## config.mk

```make
export PLATFORM = sky130hd
export DESIGN_NAME = toy_feistel_block_cipher_64_core_flat
export DESIGN_NICKNAME = d
export VERILOG_FILES = /design/src/sv/tfbc_pkg.sv /design/src/sv/tfbc_in_if.sv /design/src/sv/tfbc_out_if.sv /design/src/sv/tfbc_round.sv /design/src/sv/toy_feistel_block_cipher_64_core.sv /design/src/flat_wrapper.sv
export VERILOG_INCLUDE_DIRS = /design/src /design/src/sv
export SDC_FILE = /design/constraint.sdc
export NUM_CORES = 1
export LEC_CHECK = 0
export BUFFER_PORTS_ARGS = -buffer_cell sky130_fd_sc_hd__buf_2
export CORE_AREA = 2 2 122 183
export CTS_BUF_LIST = sky130_fd_sc_hd__clkbuf_8
export DETAILED_ROUTE_END_ITERATION = 6
export DIE_AREA = 0 0 124 185
export GPL_TIMING_DRIVEN = 0
export SLEW_MARGIN = 20
export SYNTH_ARGS = -nofsm -noshare
export SYNTH_HDL_FRONTEND = slang
export SYNTH_SLANG_ARGS = --single-unit
export TNS_END_PERCENT = 10
```

## constraint.sdc

```tcl
create_clock -name i_clk -period 4.3 [get_ports i_clk]
set_clock_uncertainty 0.15 [all_clocks]
set_input_delay 0.43 -clock i_clk [delete_from_list [all_inputs] [get_ports i_clk]]
set_output_delay 0.43 -clock i_clk [all_outputs]
set_load 0.005 [all_outputs]
```

## src/sv/toy_feistel_block_cipher_64_core_assert.svh

```systemverilog
// Assertion macros shared by the cipher core.
`ifndef TOY_FEISTEL_BLOCK_CIPHER_64_CORE_ASSERT_SVH
`define TOY_FEISTEL_BLOCK_CIPHER_64_CORE_ASSERT_SVH

`ifndef SYNTHESIS

// Consequent must hold in the same cycle as the antecedent.
`define TFBC_ASSERT_NOW(lbl, clk, rst_n, ante, cons) \
    lbl: assert property (@(posedge clk) disable iff (!(rst_n)) (ante) |-> (cons)) \
        else $error("cipher core assertion failed");

// Consequent must hold in the cycle after the antecedent.
`define TFBC_ASSERT_NEXT(lbl, clk, rst_n, ante, cons) \
    lbl: assert property (@(posedge clk) disable iff (!(rst_n)) (ante) |=> (cons)) \
        else $error("cipher core assertion failed");

`else

`define TFBC_ASSERT_NOW(lbl, clk, rst_n, ante, cons)
`define TFBC_ASSERT_NEXT(lbl, clk, rst_n, ante, cons)

`endif

`endif

```

## src/sv/tfbc_pkg.sv

```systemverilog
package tfbc_pkg;

    localparam int BLK_W      = 64;
    localparam int WORD_W     = 16;
    localparam int KEY_W      = 64;
    localparam int CFG_IDX_W  = 1;
    localparam int CFG_DATA_W = 64;

    // Configuration register indexes
    localparam logic [CFG_IDX_W-1:0] CFG_KEY  = 1'b0;
    localparam logic [CFG_IDX_W-1:0] CFG_MODE = 1'b1;

    // Mode register codes
    localparam logic MODE_ENC = 1'b0;
    localparam logic MODE_DEC = 1'b1;

    // Block viewed as four words, word 0 in bits 15:0
    typedef logic [3:0][WORD_W-1:0] t_words;

    function automatic logic [7:0] rol8_2(logic [7:0] v);
        return {v[5:0], v[7:6]};
    endfunction

    // Byte mix: lo = b ^ ~a, hi = b ^ rotl(lo, 2)
    function automatic logic [WORD_W-1:0] mix_fwd(logic [WORD_W-1:0] x);
        logic [7:0] lo;
        logic [7:0] hi;
        lo = x[15:8] ^ ~x[7:0];
        hi = x[15:8] ^ rol8_2(lo);
        return {hi, lo};
    endfunction

    // Inverse byte mix
    function automatic logic [WORD_W-1:0] mix_inv(logic [WORD_W-1:0] x);
        logic [7:0] b;
        logic [7:0] a;
        b = x[15:8] ^ rol8_2(x[7:0]);
        a = ~(b ^ x[7:0]);
        return {b, a};
    endfunction

    // Round key: even bits of the low half of the key rotated right by 2r
    function automatic logic [WORD_W-1:0] sub_key(logic [KEY_W-1:0] key, int unsigned r);
        logic [5:0]         amt;
        logic [2*KEY_W-1:0] dbl;
        logic [WORD_W-1:0]  k;
        amt = 6'(2 * r);
        dbl = {key, key} >> amt;
        for (int i = 0; i < WORD_W; i++) begin
            k[i] = dbl[2*i];
        end
        return k;
    endfunction

endpackage

```

## src/sv/tfbc_in_if.sv

```systemverilog
interface tfbc_in_if;
    logic                       valid;
    logic                       ready;
    logic [tfbc_pkg::BLK_W-1:0] block_in;

    modport source (output valid, output block_in, input ready);
    modport sink   (input valid, input block_in, output ready);
endinterface

```

## src/sv/tfbc_out_if.sv

```systemverilog
interface tfbc_out_if;
    logic                       valid;
    logic                       ready;
    logic [tfbc_pkg::BLK_W-1:0] block_out;

    modport source (output valid, output block_out, input ready);
    modport sink   (input valid, input block_out, output ready);
endinterface

```

## src/sv/tfbc_round.sv

```systemverilog
module tfbc_round #(
    parameter bit IS_LAST = 1'b0
) (
    input  logic                        i_decrypt,
    input  logic [tfbc_pkg::WORD_W-1:0] i_key,
    input  tfbc_pkg::t_words            i_w,
    output tfbc_pkg::t_words            o_w
);

    tfbc_pkg::t_words enc;
    tfbc_pkg::t_words dec;
    tfbc_pkg::t_words enc_p;
    tfbc_pkg::t_words dec_p;

    // Encrypt round: mix w1, key into w3, fold new w3 into w2
    always_comb begin
        enc[0] = i_w[0];
        enc[1] = tfbc_pkg::mix_fwd(i_w[1]);
        enc[3] = i_w[3] ^ i_key;
        enc[2] = i_w[2] ^ enc[3];
    end

    // Decrypt round: undo the encrypt round
    always_comb begin
        dec[0] = i_w[0];
        dec[1] = tfbc_pkg::mix_inv(i_w[1]);
        dec[2] = i_w[2] ^ i_w[3];
        dec[3] = i_w[3] ^ i_key;
    end

    // Word permutation between rounds and its inverse
    always_comb begin
        if (IS_LAST) begin
            enc_p = enc;
            dec_p = dec;
        end else begin
            enc_p = {enc[1], enc[3], enc[0], enc[2]};
            dec_p = {dec[2], dec[0], dec[3], dec[1]};
        end
    end

    assign o_w = (i_decrypt == tfbc_pkg::MODE_DEC) ? dec_p : enc_p;

endmodule

```

## src/sv/toy_feistel_block_cipher_64_core.sv

```systemverilog
// Channel  | Dir | Payload            | Handshake
// ---------+-----+--------------------+-----------------------------
// i_in     | in  | block_in  [63:0]   | valid/ready, accept on both
// o_out    | out | block_out [63:0]   | valid/ready, accept on both
// i_cfg_*  | in  | idx [0], data [63:0]| write when i_cfg_we
//
// One block per cycle while o_out.ready stays high; an accepted block moves from the
// input register via ROUNDS XOR/mix rounds to the result register that drives o_out.
// Synchronous active-low reset clears both valid flags, key and mode.
// A stalled output holds its block; the input register still drains into an
// empty result register, so i_in.ready drops only when both are full.
module toy_feistel_block_cipher_64_core #(
    parameter int ROUNDS = 3
) (
    input  logic                            i_clk,
    input  logic                            i_rst_n,
    input  logic                            i_cfg_we,
    input  logic [tfbc_pkg::CFG_IDX_W-1:0]  i_cfg_idx,
    input  logic [tfbc_pkg::CFG_DATA_W-1:0] i_cfg_data,
    tfbc_in_if.sink                         i_in,
    tfbc_out_if.source                      o_out
);

`include "toy_feistel_block_cipher_64_core_assert.svh"

    logic [tfbc_pkg::KEY_W-1:0] r_key;
    logic                       r_mode;

    logic                       r_v1;
    tfbc_pkg::t_words           r_d1;
    logic                       r_v2;
    tfbc_pkg::t_words           r_d2;

    logic                       adv1;
    logic                       acc_in;
    tfbc_pkg::t_words           w_chain [ROUNDS+1];
    logic [tfbc_pkg::WORD_W-1:0] w_key  [ROUNDS];

    // Configuration registers
    always_ff @(posedge i_clk) begin
        if (!i_rst_n) begin
            r_key  <= '0;
            r_mode <= tfbc_pkg::MODE_ENC;
        end else if (i_cfg_we) begin
            unique case (i_cfg_idx)
                tfbc_pkg::CFG_KEY:  r_key  <= i_cfg_data;
                tfbc_pkg::CFG_MODE: r_mode <= i_cfg_data[0];
                default: ;
            endcase
        end
    end

    // Handshake: stage 1 moves when stage 2 is empty or being drained
    assign adv1       = !r_v2 || o_out.ready;
    assign i_in.ready = !r_v1 || adv1;
    assign acc_in     = i_in.valid && i_in.ready;

    // Input register
    always_ff @(posedge i_clk) begin
        if (!i_rst_n) begin
            r_v1 <= 1'b0;
        end else if (i_in.ready) begin
            r_v1 <= i_in.valid;
        end
    end

    always_ff @(posedge i_clk) begin
        if (acc_in) begin
            r_d1 <= i_in.block_in;
        end
    end

    // Round chain; decrypt walks the round keys in reverse
    assign w_chain[0] = r_d1;

    for (genvar j = 0; j < ROUNDS; j++) begin : g_round
        localparam int unsigned ENC_R = j;
        localparam int unsigned DEC_R = ROUNDS - 1 - j;

        assign w_key[j] = (r_mode == tfbc_pkg::MODE_DEC)
                        ? tfbc_pkg::sub_key(r_key, DEC_R)
                        : tfbc_pkg::sub_key(r_key, ENC_R);

        tfbc_round #(
            .IS_LAST (j == ROUNDS - 1)
        ) u_round (
            .i_decrypt (r_mode),
            .i_key     (w_key[j]),
            .i_w       (w_chain[j]),
            .o_w       (w_chain[j+1])
        );
    end

    // Result register
    always_ff @(posedge i_clk) begin
        if (!i_rst_n) begin
            r_v2 <= 1'b0;
        end else if (adv1) begin
            r_v2 <= r_v1;
        end
    end

    always_ff @(posedge i_clk) begin
        if (adv1 && r_v1) begin
            r_d2 <= w_chain[ROUNDS];
        end
    end

    assign o_out.valid     = r_v2;
    assign o_out.block_out = r_d2;

    // Checks
    `TFBC_ASSERT_NEXT(a_in_fills_s1, i_clk, i_rst_n, acc_in, r_v1)
    `TFBC_ASSERT_NEXT(a_s1_fills_s2, i_clk, i_rst_n, r_v1 && adv1, r_v2)
    `TFBC_ASSERT_NEXT(a_out_holds, i_clk, i_rst_n, r_v2 && !o_out.ready,
                      r_v2 && $stable(r_d2))
    `TFBC_ASSERT_NOW(a_ready_if_not_full, i_clk, i_rst_n, !(r_v1 && r_v2), i_in.ready)

endmodule
```

## src/flat_wrapper.sv

```systemverilog
// flat-port wrapper written by rule: the top's interface ports become plain ports
module toy_feistel_block_cipher_64_core_flat 
#(
    parameter int ROUNDS = 3
)
  (i_clk, i_rst_n, i_cfg_we, i_cfg_idx, i_cfg_data, i_in_valid, i_in_block_in, i_in_ready, o_out_valid, o_out_block_out, o_out_ready);
  tfbc_in_if i_in_i ();
  tfbc_out_if o_out_i ();
  input  logic i_clk;
  input  logic i_rst_n;
  input  logic i_cfg_we;
  input  logic [tfbc_pkg::CFG_IDX_W-1:0] i_cfg_idx;
  input  logic [tfbc_pkg::CFG_DATA_W-1:0] i_cfg_data;
  input wire logic [$bits(i_in_i.valid)-1:0] i_in_valid;
  input wire logic [$bits(i_in_i.block_in)-1:0] i_in_block_in;
  output wire logic [$bits(i_in_i.ready)-1:0] i_in_ready;
  output wire logic [$bits(o_out_i.valid)-1:0] o_out_valid;
  output wire logic [$bits(o_out_i.block_out)-1:0] o_out_block_out;
  input wire logic [$bits(o_out_i.ready)-1:0] o_out_ready;
  assign i_in_i.valid = i_in_valid;
  assign i_in_i.block_in = i_in_block_in;
  assign i_in_ready = i_in_i.ready;
  assign o_out_valid = o_out_i.valid;
  assign o_out_block_out = o_out_i.block_out;
  assign o_out_i.ready = o_out_ready;
  toy_feistel_block_cipher_64_core #(.ROUNDS(ROUNDS)) u_core (.i_clk(i_clk), .i_rst_n(i_rst_n), .i_cfg_we(i_cfg_we), .i_cfg_idx(i_cfg_idx), .i_cfg_data(i_cfg_data), .i_in(i_in_i), .o_out(o_out_i));
endmodule
```

==> metrics.md <==
| Metric | Value |
|---|---|
| Antenna viol nets, final | `0` |
| Met2 global-route usage | `between 30% and 40%` |
| Gp weighted congestion | `around 0.83` |
| Routed WL | `21.35 mm` |
| Via/cell ratio | `around 4.6` |
| Die ar. | `roughly 0.023 mm2` |
| Pleak | `between 4 and 5 nW` |
| Synth unique cells | `28` |
| Antenna violations before repair | `0` |
| Post-Layout Cell Count | `about 1200` |
| Core area | `~0.021 mm2` |
| Drt wl/cell | `17.78 um` |
| Mapped Area | `approximately 0.0082 mm2` |
| Cts bufs inserted | `17` |
| H-Tree Level Count | `4` |
| Final Net Count | `1050` |
| Vias | `5482` |
| Max-cap violations | `0` |
| Clk_lat worst skew | `between 0.4 and 0.5 ns` |
| Crit start category | `flop` |
| CTS sink count | `between 100 and 150` |
| Final Hold Vio Count | `0` |
| Met1 usage | `23.62%` |
| Share of layout cells above drive strength 1 | `22.71%` |
| Slew headroom | `a little under half` |
| GR peak layer | `met2` |
| Post-synth net total | `814` |
| Crit. End Element | `flop` |
| Setup CP Type | `flop to flop` |
| Slew @ Worst Pin | `slightly above 0.8 ns` |
| Tmin final | `between 2 and 3 ns` |
| Mean Syn Cell Area | `between 10 and 15 um2` |
| Initial Util | `approximately two fifths` |
| Setup Buffers After CTS | `0` |
| Fmax | `~0.36 GHz` |
| Most common cell after layout, fill and taps aside | `xnor2_1` |
| Outcome | `completed` |
| Port Buf Inserts | `~150` |
| Clock transition at the registers of the reported paths | `0.08 ns` |
| First-pass GRT wire length | `approximately 32 mm` |
| CP cell instances | `buf_2 > buf_2 > clkbuf_1 > clkbuf_1 > o21ai_1` |
| Clock Path Buffers | `2` |
| Global route overflow | `0` |
| Synth warnings | `0` |
| # IOs | `200` |
| Fill count | `2033` |
| Vias in the first global route | `between 5000 and 6000` |
| Largest net degree at the start of global routing | `35` |
| DRC errors left | `0` |
| CTS tree | `built` |
| Flops & latches, synth | `approximately 150` |
| RSZ-0062 raised after global routing | `false` |
| First-pass DRT Iterations | `4` |
| Area of the multi-input gates | `0.003746 mm2` |
| Period utilization | `between 60 and 70%` |
| Detailed placement HPWL | `approximately 16 mm` |
| Critical Path Fanout Max | `10` |
| Finished Core Util | `48.68%` |
| CP arrival | `2.78 ns` |
| Root buffer cell | `clkbuf_8` |
| VDD IR max | `0.0001893 V` |
| Hold Path Class | `primary input to flop` |
| First DRT Iteration DRCs | `between 300 and 400` |
| Placed cells | `between 1000 and 1500` |
| Total track usage | `about a fifth` |
| ANT cells | `0` |
| Final Max Tran Viols | `0` |
| Critical path's largest stage delay | `0.64 ns` |
| Die H | `about 190 um` |
| Final setup viols | `0` |
| Power per Cell Area | `approximately 390 mW/mm2` |
| Met3 GRT Util | `under 10%` |
| Most frequent cells in the layout | `183 x xnor2_1, 173 x buf_2, 128 x edfxtp_1` |
| FF+latch area | `between 0.004 and 0.005 mm2` |
| WP data required | `4.33 ns` |
| Synth-to-layout area growth | `27.39%` |
| Row count | `66` |
| Power, Total | `a little over 0.004 W` |
| Slowest stage cell, crit path | `clkbuf_1` |
| Seq/Total Area, Yosys | `just over 50%` |
| Chip width | `around 120 um` |
| Synthesized netlist cell count | `just under 700` |
## path summary, 6_finish.rpt
path              slack (ns)        startpoint                    endpoint  cells after the start
setup / recovery        1.55     u_core.r_mode  u_core.o_out.block_out[10]                      5
hold / removal          0.03  i_in_block_in[4]              u_core.r_d1[4]                      1
setup reg to reg        1.55     u_core.r_mode  u_core.o_out.block_out[10]                      5
hold reg to reg         0.39       u_core.r_v1          u_core.o_out.valid                      1
## area by class of cell
class,instances,area share [%]
Sequential cell,149,40.79
Multi-Input combinational cell,485,35.84
Timing Repair Buffer,217,13.81
Buffer,44,1.891
Inverter,2,0.07182
Clock buffer,19,2.502
Tap cell,272,3.256
Clock inverter,13,1.831
## state kept, by name (all words and copies together), names as in the netlist
register,flops
u_core.r_mode,1
u_core.r_d1,64
u_core.r_v1,1
u_core.o_out.valid,1
u_core.o_out.block_out,64
u_core.r_key,18
## synthesized netlist by cell type
library cell | instances | area share [%]
a21oi_1 | 41 | 2.5
xor3_1 | 5 | 1.4
buf_6 | 1 | 0.14
nand2b_1 | 1 | 0.076
edfxtp_1 | 128 | 47
and2_1 | 2 | 0.15
xnor2_1 | 183 | 20
nor2_1 | 36 | 1.6
o21ai_1 | 15 | 0.91
mux2i_4 | 1 | 0.27
inv_2 | 1 | 0.046
xnor3_1 | 8 | 2.2
inv_1 | 1 | 0.046
o21ai_0 | 2 | 0.12
mux2_2 | 1 | 0.14
buf_1 | 5 | 0.23
clkbuf_1 | 18 | 0.82
or3_1 | 1 | 0.076
xor2_1 | 85 | 9.1
nor2b_1 | 6 | 0.46
dfxtp_1 | 21 | 5.1
mux2i_1 | 19 | 2.3
a21oi_2 | 1 | 0.11
o21a_1 | 1 | 0.092
nand2_1 | 57 | 2.6
nand3_1 | 1 | 0.061
buf_2 | 20 | 1.2
a21boi_1 | 19 | 1.7
## power by group
group | switching (W) | internal, W | leakage [nW]
registers | 0.0000613 | 0.00174 | 1.40
logic | 0.000491 | 0.000489 | 2.41
clock network | 0.000535 | 0.000712 | 0.237
## per-layer routing
layer  part of all wire, %  wire length, um
met5                     0                0
met4                   2.2              480
met3                   4.7              993
met2                    52            11090
met1                    41             8783
## worst max-delay path, delay by kind of cell, from the launching register on
family / cells / cell delay [ns]
DFF: 1 / 0.34
buffers and inverters: 4 / 1.77
AOI/OAI and AO/OA: 1 / 0.18
## cells by family after synthesis
kind of cell    count (synthesis)  synth area share, %
compound gates                 79                5.474
simple gates                  104                5.078
xor+xnor                      281                32.25
buf+inv                        46                2.501
flops                         149                51.97
mux                            21                2.729
## stage by stage
step	hold slack (ns)	worst slack [ns]	cell area (um2)	setup TNS (ns)
floorplan	0.3214	0.3003	8205	0
global placement	0.3533	-1.442	9311	-91.85
detailed placement	0.3676	1.543	9389	0
CTS	0.01194	1.515	10450	0
global route	0.003482	1.370	10450	0
finish	0.02803	1.549	10450	0
## timing repair
item,in CTS,in global routing
hold buffers,61,0
endpoints found under the hold margin,61,0
gates resized for setup,0,0
Note: power is estimated with default switching activity, not from simulation.
